### src/rtl/ud_pkg.sv
`timescale 1ns / 1ps
// ----------------------------------------------------------------------------
// ud_pkg
// Shared types and constants for the unsigned integer divider.
// ----------------------------------------------------------------------------
package ud_pkg;

    localparam int OPND_BITS = 32;   // width of dividend and divisor ports
    localparam int QUOT_BITS = 32;   // width of quotient port

    typedef enum logic [1:0] {
        ST_IDLE,
        ST_RUN,
        ST_FINISH
    } ud_state_t;

    // controller -> datapath
    typedef struct packed {
        logic load;     // capture operands, clear partial remainder
        logic step;     // one restoring division iteration
        logic finish;   // move quotient into the output register
    } ud_cmd_t;

    // datapath -> controller
    typedef struct packed {
        logic last;     // current iteration is the final one
    } ud_status_t;

endpackage

### src/rtl/unsigned_integer_divider.sv
`timescale 1ns / 1ps
// ----------------------------------------------------------------------------
// unsigned_integer_divider
// Restoring shift-and-subtract divider giving the truncated unsigned quotient.
// ----------------------------------------------------------------------------
// Usage:
//   Input channel s_valid/s_ready carries s_dividend and s_divisor; the
//   transaction is taken when both are high. Result channel m_valid/m_ready
//   carries m_quotient. A zero divisor returns zero with no flag.
//   Operands are reduced modulo 2^WORD_BITS before dividing.
// Timing:
//   One quotient bit per cycle from a single shared subtract/compare unit.
//   After acceptance the divider runs one iteration per quotient bit, then
//   writes the output register in its finish step, which raises m_valid.
//   A new transaction is taken only once the divider has returned to idle,
//   so it does not accept the next division while one is in progress.
// Stall behavior:
//   The output register holds a finished quotient while the next division
//   runs. If that quotient is still untaken when the next one completes,
//   the divider waits in its finish step and s_ready stays low.
// Reset:
//   aresetn (synchronous, active low) returns to idle with no result pending.
// ----------------------------------------------------------------------------
module unsigned_integer_divider #(
    parameter int WORD_BITS = 32
) (
    input  logic                         aclk,
    input  logic                         aresetn,
    input  logic                         s_valid,
    output logic                         s_ready,
    input  logic [ud_pkg::OPND_BITS-1:0] s_dividend,
    input  logic [ud_pkg::OPND_BITS-1:0] s_divisor,
    output logic                         m_valid,
    input  logic                         m_ready,
    output logic [ud_pkg::QUOT_BITS-1:0] m_quotient
);
    import ud_pkg::*;

    ud_cmd_t    cmd;
    ud_status_t status;

    ud_ctrl u_ctrl (
        .aclk    (aclk),
        .aresetn (aresetn),
        .s_valid (s_valid),
        .s_ready (s_ready),
        .m_valid (m_valid),
        .m_ready (m_ready),
        .cmd     (cmd),
        .status  (status)
    );

    ud_datapath #(
        .WORD_BITS (WORD_BITS)
    ) u_datapath (
        .aclk       (aclk),
        .aresetn    (aresetn),
        .cmd        (cmd),
        .status     (status),
        .s_dividend (s_dividend),
        .s_divisor  (s_divisor),
        .m_quotient (m_quotient)
    );

endmodule

### src/rtl/ud_datapath.sv
`timescale 1ns / 1ps
// ----------------------------------------------------------------------------
// ud_datapath
// Operand registers, shared subtractor, iteration counter and result register.
// ----------------------------------------------------------------------------
module ud_datapath #(
    parameter int WORD_BITS = 32
) (
    input  logic                         aclk,
    input  logic                         aresetn,
    input  ud_pkg::ud_cmd_t              cmd,
    output ud_pkg::ud_status_t           status,
    input  logic [ud_pkg::OPND_BITS-1:0] s_dividend,
    input  logic [ud_pkg::OPND_BITS-1:0] s_divisor,
    output logic [ud_pkg::QUOT_BITS-1:0] m_quotient
);
    import ud_pkg::*;

    localparam int EXT_BITS = (WORD_BITS > OPND_BITS) ? WORD_BITS : OPND_BITS;
    localparam int CNT_BITS = $clog2(WORD_BITS);

    logic [WORD_BITS-1:0] num_reg, num_next;
    logic [WORD_BITS-1:0] den_reg, den_next;
    logic [WORD_BITS-1:0] rem_reg, rem_next;
    logic [WORD_BITS-1:0] quo_reg, quo_next;
    logic [CNT_BITS-1:0]  cnt_reg, cnt_next;
    logic [QUOT_BITS-1:0] quot_reg, quot_next;

    logic [EXT_BITS-1:0]  dividend_ext, divisor_ext, quo_ext;
    logic [WORD_BITS:0]   partial;
    logic [WORD_BITS:0]   diff;
    logic                 fits;

    // operands are taken modulo 2^WORD_BITS
    assign dividend_ext = EXT_BITS'(s_dividend);
    assign divisor_ext  = EXT_BITS'(s_divisor);

    // shifted remainder keeps the bit pushed out of the top (carry out)
    assign partial = {rem_reg, num_reg[WORD_BITS-1]};
    assign diff    = partial - {1'b0, den_reg};
    assign fits    = (partial >= {1'b0, den_reg});

    // zero divisor gives zero, not all ones
    assign quo_ext = (den_reg == '0) ? '0 : EXT_BITS'(quo_reg);

    assign status.last = (cnt_reg == '0);
    assign m_quotient  = quot_reg;

    always_comb begin
        num_next  = num_reg;
        den_next  = den_reg;
        rem_next  = rem_reg;
        quo_next  = quo_reg;
        cnt_next  = cnt_reg;
        quot_next = quot_reg;
        if (cmd.load) begin
            num_next = dividend_ext[WORD_BITS-1:0];
            den_next = divisor_ext[WORD_BITS-1:0];
            rem_next = '0;
            quo_next = '0;
            cnt_next = CNT_BITS'(WORD_BITS - 1);
        end else if (cmd.step) begin
            num_next = {num_reg[WORD_BITS-2:0], 1'b0};
            rem_next = fits ? diff[WORD_BITS-1:0] : partial[WORD_BITS-1:0];
            quo_next = {quo_reg[WORD_BITS-2:0], fits};
            cnt_next = cnt_reg - 1'b1;
        end
        if (cmd.finish) begin
            quot_next = quo_ext[QUOT_BITS-1:0];
        end
    end

    always_ff @(posedge aclk) begin
        num_reg  <= num_next;
        den_reg  <= den_next;
        rem_reg  <= rem_next;
        quo_reg  <= quo_next;
        cnt_reg  <= cnt_next;
        quot_reg <= quot_next;
    end

    // remainder stays below a nonzero divisor after each iteration
    a_rem_below_den: assert property (@(posedge aclk) disable iff (!aresetn)
        $past(cmd.step) && (den_reg != '0) |-> rem_reg < den_reg)
        else $error("partial remainder not below divisor");

    a_load_clears: assert property (@(posedge aclk) disable iff (!aresetn)
        cmd.load |=> (rem_reg == '0) && (quo_reg == '0))
        else $error("load did not clear partial results");

    a_step_count: assert property (@(posedge aclk) disable iff (!aresetn)
        cmd.step && !status.last |=> cnt_reg == $past(cnt_reg) - 1'b1)
        else $error("iteration counter did not advance");

endmodule

### src/rtl/ud_ctrl.sv
`timescale 1ns / 1ps
// ----------------------------------------------------------------------------
// ud_ctrl
// Sequencer for the divider: load, iterate, hand the result to the output.
// ----------------------------------------------------------------------------
module ud_ctrl (
    input  logic                aclk,
    input  logic                aresetn,
    input  logic                s_valid,
    output logic                s_ready,
    output logic                m_valid,
    input  logic                m_ready,
    output ud_pkg::ud_cmd_t     cmd,
    input  ud_pkg::ud_status_t  status
);
    import ud_pkg::*;

    ud_state_t state_reg, state_next;
    logic      out_valid_reg, out_valid_next;
    logic      out_free;

    assign out_free = !out_valid_reg || m_ready;
    assign m_valid  = out_valid_reg;

    always_ff @(posedge aclk) begin
        if (!aresetn) begin
            state_reg     <= ST_IDLE;
            out_valid_reg <= 1'b0;
        end else begin
            state_reg     <= state_next;
            out_valid_reg <= out_valid_next;
        end
    end

    always_comb begin
        state_next     = state_reg;
        out_valid_next = out_valid_reg;
        cmd            = '0;
        s_ready        = 1'b0;
        if (out_valid_reg && m_ready) begin
            out_valid_next = 1'b0;
        end
        unique case (state_reg)
            ST_IDLE: begin
                s_ready = 1'b1;
                if (s_valid) begin
                    cmd.load   = 1'b1;
                    state_next = ST_RUN;
                end
            end
            ST_RUN: begin
                cmd.step = 1'b1;
                if (status.last) begin
                    state_next = ST_FINISH;
                end
            end
            ST_FINISH: begin
                // wait here until the output register can take the result
                if (out_free) begin
                    cmd.finish     = 1'b1;
                    out_valid_next = 1'b1;
                    state_next     = ST_IDLE;
                end
            end
            default: state_next = ST_IDLE;
        endcase
    end

    a_accept_runs: assert property (@(posedge aclk) disable iff (!aresetn)
        s_valid && s_ready |=> state_reg == ST_RUN)
        else $error("accepted transaction did not start iterating");

    a_finish_free: assert property (@(posedge aclk) disable iff (!aresetn)
        cmd.finish |-> out_free)
        else $error("result overwrote an untaken transaction");

    a_last_finish: assert property (@(posedge aclk) disable iff (!aresetn)
        state_reg == ST_RUN && status.last |=> state_reg == ST_FINISH)
        else $error("final iteration did not lead to finish");

    a_valid_source: assert property (@(posedge aclk) disable iff (!aresetn)
        $rose(m_valid) |-> $past(state_reg == ST_FINISH))
        else $error("result valid raised outside finish");

endmodule

### config.mk
export PLATFORM = sky130hd
export DESIGN_NAME = unsigned_integer_divider
export DESIGN_NICKNAME = d
export VERILOG_FILES = /design/src/rtl/ud_pkg.sv /design/src/rtl/unsigned_integer_divider.sv /design/src/rtl/ud_datapath.sv /design/src/rtl/ud_ctrl.sv
export SDC_FILE = /design/constraint.sdc
export NUM_CORES = 1
export LEC_CHECK = 0
export BUFFER_PORTS_ARGS = -buffer_cell sky130_fd_sc_hd__buf_2
export CAP_MARGIN = 0
export CORE_UTILIZATION = 30
export CTS_CLUSTER_DIAMETER = 30
export DETAILED_ROUTE_END_ITERATION = 16
export SETUP_SLACK_MARGIN = 0.02
export SLEW_MARGIN = 20
export SYNTH_ARGS = -nofsm -noshare
export SYNTH_HDL_FRONTEND = slang
export SYNTH_SLANG_ARGS = --single-unit
### constraint.sdc
create_clock -name aclk -period 6.35 [get_ports aclk]
set_input_delay 1.27 -clock aclk [delete_from_list [all_inputs] [get_ports aclk]]
set_output_delay 1.27 -clock aclk [all_outputs]
set_load 0.01 [all_outputs]
## Word-level counts from Yosys, hierarchy flattened

Cells that the tools add are included.

- $add $sub $neg: 2
- $lt $le $gt $ge: 1
- Eq/ne operators: 5
- Multiplexer cells: 16
- Reductions and logical operators: 8

Operator list:

| operator | number |
|---|---|
| 2-to-1 mux 32 bit | 3 |
| greater-or-equal comparator 33 x 32 -> 1 bit | 1 |
| logical NOT 32 bit | 1 |
| subtractor 32 bit | 1 |
| 2-to-1 mux 1 bit | 9 |
| 2-to-1 mux 2 bit | 3 |
| one-hot mux 2 bit (3 select lines) | 1 |
| logical NOT 5 bit | 1 |
| subtractor 5 x 1 -> 5 bit (second input constant) | 1 |
| inequality test 2 bit (second input constant) | 2 |
| AND reduction 3 bit | 1 |
| equality test 2 x 1 -> 1 bit (second input constant) | 1 |
| equality test 2 bit (second input constant) | 1 |
| logical NOT 2 bit | 1 |
| inequality test 2 x 1 -> 1 bit (second input constant) | 1 |
| nonzero test 2 bit | 1 |
| logical AND 1 bit | 1 |
| logical NOT 1 bit | 1 |
| logical OR 1 bit | 1 |

- Register bits after elaboration: 168
- Input bits: 68
- Output and inout port bits: 34
- Logic and storage cells: 40

## Depth between registers and ports, before layout

- Word-level depth: 4
- Mapped depth: 15
- Mapped depth without buffers: 13

## Cells and area by module

A second synthesis with hierarchy kept.

- Cells, all modules: 768
- Area, all modules: 8424.3 µm²

Modules (own cells, without submodules):

| module | instances | cells an instance | area an instance (µm²) |
|---|---|---|---|
| ud_datapath | 1 | 751 | 8271.7 |
| ud_ctrl | 1 | 17 | 152.6 |

## Worst setup path after synthesis

OpenSTA, ideal clock, no wires.

- Path kind: input port to flip-flop
- Start: input port m_ready
- End: register u_datapath.quot_reg[0] (netlist: u_datapath.m_quotient[0]), enable pin
- Library setup time: 0.425 ns
- Arrival time: 2.857 ns
- Slack: 3.068 ns
- Cell stages on the path: 2
- Buffers on the path: 0
- Path through: nand2b_1 > nor2b_1

RTL lines:

| what | RTL line | RTL |
|---|---|---|
| from (decl) | unsigned_integer_divider.sv:34 | `input logic m_ready,` |
| to (signal assigned) | ud_datapath.sv:79 | `quot_reg <= quot_next;` |
| to (decl) | ud_datapath.sv:27 | `logic [QUOT_BITS-1:0] quot_reg, quot_next;` |

## Final worst setup path

- Start: register u_datapath.den_reg[18]
- End: register u_datapath.rem_reg[12]

- Word-level cells in the longest chain between the ends: 2

Ends and longest elaborated chain:

| what | RTL line | RTL |
|---|---|---|
| from (decl) | ud_datapath.sv:23 | `logic [WORD_BITS-1:0] den_reg, den_next;` |
| from (signal assigned) | ud_datapath.sv:75 | `den_reg <= den_next;` |
| greater-or-equal comparator 33 x 32 -> 1 bit | ud_datapath.sv:41 | `assign fits = (partial >= {1'b0, den_reg});` |
| 2-to-1 mux 32 bit | ud_datapath.sv:64 | `rem_next = fits ? diff[WORD_BITS-1:0] : partial[WORD_BITS-1:0];` |
| to (signal assigned) | ud_datapath.sv:76 | `rem_reg <= rem_next;` |
| to (decl) | ud_datapath.sv:24 | `logic [WORD_BITS-1:0] rem_reg, rem_next;` |

Every way passes these cells.
A chain may end at the register's enable or synchronous reset.

==> flow_metrics.py <==
metrics = {
    "global_route": {
        "grt_pass1_wl_um": 29540,
        "antenna_found_initial": 0,
        "grt_pass1_vias": 5768,
        "grt_max_degree": 97,
        "grt_usage_pct": 13.20,
        "overflow": 0,
    },
    "synth": {
        "async_reset_ff_share_pct": 0,
        "synth_nets": 933,
        "ys_seq_elements": 168,
        "yosysSeqAreaShare_pct": 52.76,
        "synth_cell_types": 61,
        "syn_area_mm2": 0.008195,
        "synth_ff_type": "edfxtp_1",
        "syn_inst": 831,
        "yosysWarnings": 0,
        "synth_edf_count": 96,
        "syn_avg_cell_area_um2": 9.862,
    },
    "worst_setup_path": {
        "path_common_cell": "a21o_1",
        "crit_arrival_ps": 3880,
        "r2r_slack_ps": 2740,
        "criticalPathCategory": "register to register",
        "path_cells": "inv_1, ha_1, a21o_1, a21o_1, a21o_1, nand2_1, o21ai_2, o41ai_4, o21ai_4, a31oi_4, buf_4, mux2i_1, a21oi_1",
        "cp_slowest_cell": "a31oi_4",
        "critical_path.endpoint_type": "register",
        "crit_path_max_incr_delay_ps": 660,
        "cp-start-kind": "register",
        "cp.required_ps": 6630,
        "path_buf_inv": 2,
        "cp_top_family": "compound AO/OA/AOI/OAI gates",
        "path_max_fanout": 23,
    },
    "clock_tree": {
        "cts-root-buf": "clkbuf_16",
        "post-cts-setup-buffers": 0,
        "ctsResizeCount": 0,
        "clk_latency_ps": 430,
        "clock_sinks": 168,
        "cts-htree-levels": 4,
        "cts_tree": "yes",
        "path_clk_slew_ps": 70,
        "cts-buffers-inserted": 17,
        "cts_buffer_depth": 2,
        "ctsHoldBuffers": 0,
    },
    "min_path": {
        "hold_class": "register to register",
    },
    "route": {
        "dr.pass1.iters": 6,
        "via_per_inst": 4.760,
        "wl_per_cell_um": 13.78,
        "drt-total-wl_um": 17550,
        "vias": 6059,
        "antenna_left": 0,
        "first_iter_violations": 541,
        "drc_errors": 0,
    },
    "layout": {
        "final_nets": 1021,
        "insertedDiodeCount": 0,
        "area_delta_synth_final_pct": 17.19,
        "fin_util_pct": 35.74,
        "drive_above_1_share_pct": 17.70,
        "fin_area_mm2": 0.009604,
    },
    "floorplan": {
        "num_rows": 60,
        "die-height_um": 167.3,
        "start_util_pct": 30.49,
        "die-width_um": 167.3,
        "die_area_mm2": 0.02798,
        "core_area_mm2": 0.02688,
        "io_pins": 102,
    },
    "job": {
        "max-cap-violations": 0,
    },
    "sta": {
        "rsz0062_at_grt": "no",
        "hold_viol_final": 0,
        "worst_slew_pin_slew_ps": 986.1,
        "setup-violations-final": 0,
        "setup_tns_ps": 0,
        "finClkSkew_ps": 11.16,
        "fin_crit_sh_pct": 56.78,
        "fmax_mhz": 277.4,
        "slew_headroom_pct": 34.26,
        "drv_slew": 0,
        "fin_crit_ps": 3605,
    },
    "placed_design": {
        "portBuffers": 101,
        "placed_cell_area_mm2": 0.009014,
        "gp_congestion": 0.8504,
        "hpwlAfterDp_um": 11850,
    },
    "outcome": {
        "run_status": "completed",
    },
    "pwr": {
        "p_leak_nw": 4.129,
        "ir_worst_vdd_v": 0.0002000,
        "p_total_w": 0.003388,
        "p_per_area_mw_per_mm2": 352.7,
    },
}
stage by stage:
step,hold slack [ps],setup slack [ps],std cells
finish,468.8,2745,1273
global route,492.6,2452,1273
CTS,475.0,2733,1273
detailed placement,461.1,2757,1241
global placement,441.8,2576,1241
floorplan,431.4,3068,831
layout make-up:
type,instances,area (um2)
Inverter,41,155.1
Sequential cell,168,4324
Timing Repair Buffer,108,558.0
Clock inverter,14,161.4
Fill cell,2730,17270
Multi-Input combinational cell,583,3550
Clock buffer,18,429.2
Tap cell,341,426.7
worst paths after layout:
kind                                        startpoint                     end  depth (start not counted)
worst max register to register  u_datapath.den_reg[18]  u_datapath.rem_reg[12]                         13
worst min-delay path             u_datapath.quo_reg[0]   u_datapath.quo_reg[1]                          2
worst max-delay path            u_datapath.den_reg[18]  u_datapath.rem_reg[12]                         13
worst min register to register   u_datapath.quo_reg[0]   u_datapath.quo_reg[1]                          2
placed cells by master (no fill, tap or decap), types with 5 or more instances in the layout:
cell type  Yosys  final
nand2_1      186    185
buf_2          1    101
edfxtp_1      96     96
dfxtp_1       72     72
o21ai_0       61     61
a21oi_1       47     47
inv_1         41     39
nor2b_1       35     33
ha_1          33     33
nor2_1        27     26
mux2i_1       23     23
xnor2_1       19     19
a21o_1        17     17
clkbuf_16      0     17
nand3_1       15     15
xor2_1        11     11
nor4_1        10     10
nand2b_1       9      8
o21ai_1        8      8
nand4_1        7      7
buf_4          0      7
nor3_1         6      6
o211ai_1       5      5
and3_1         5      5
synthesized netlist by cell type, types with 6 or more instances:
cell type,instances,area [um2]
a21o_1,17,127.6
a21oi_1,47,235.2
clkbuf_1,31,116.4
dfxtp_1,72,1441
edfxtp_1,96,2883
ha_1,33,412.9
inv_1,41,153.9
mux2i_1,23,230.2
nand2_1,186,698.2
nand2b_1,9,56.30
nand3_1,15,75.07
nand4_1,7,43.79
nor2_1,27,101.4
nor2b_1,35,219.0
nor3_1,6,30.03
nor4_1,10,62.56
o21ai_0,61,305.3
o21ai_1,8,40.04
xnor2_1,19,166.4
xor2_1,11,96.34
cell families (layout without fill, tap and decap cells):
kind of cell               Yosys count  in the layout  synth area share, %
buffers and inverters               80            181                4.137
AOI/OAI and AO/OA                  180            180                14.23
and+or+nand+nor                    316            316                17.57
adders and majority gates           34             34                5.283
xor gates and xnor gates            30             30                3.206
DFF                                168            168                52.76
muxes                               23             23                2.809
worst reg2reg max path: cells and delay by family, from the launching register on:
family	cells	cell delay (ps)
fa+ha+maj	1	360
buf+inv	2	480
flops	1	360
compound gates	8	1930
simple gates	1	80
mux	1	250
power by group:
| part | internal, W | switching [W] |
|---|---|---|
| registers | 0.00127 | 0.0000754 |
| logic | 0.000420 | 0.000572 |
| clock network | 0.000589 | 0.000460 |
metal layers:
metal | share of wire [%] | wire length [um] | vias to the layer above | global-route usage, %
met5 | 0 | 0 | - | 0
met4 | 1.6 | 283 | 0 | 4.308
met3 | 4.0 | 708 | 24 | 2.931
met2 | 45 | 7851 | 128 | 20.83
met1 | 50 | 8704 | 2831 | 17.85
li1 | - | - | 3076 | -
Note: power is estimated with default switching activity, not from simulation.
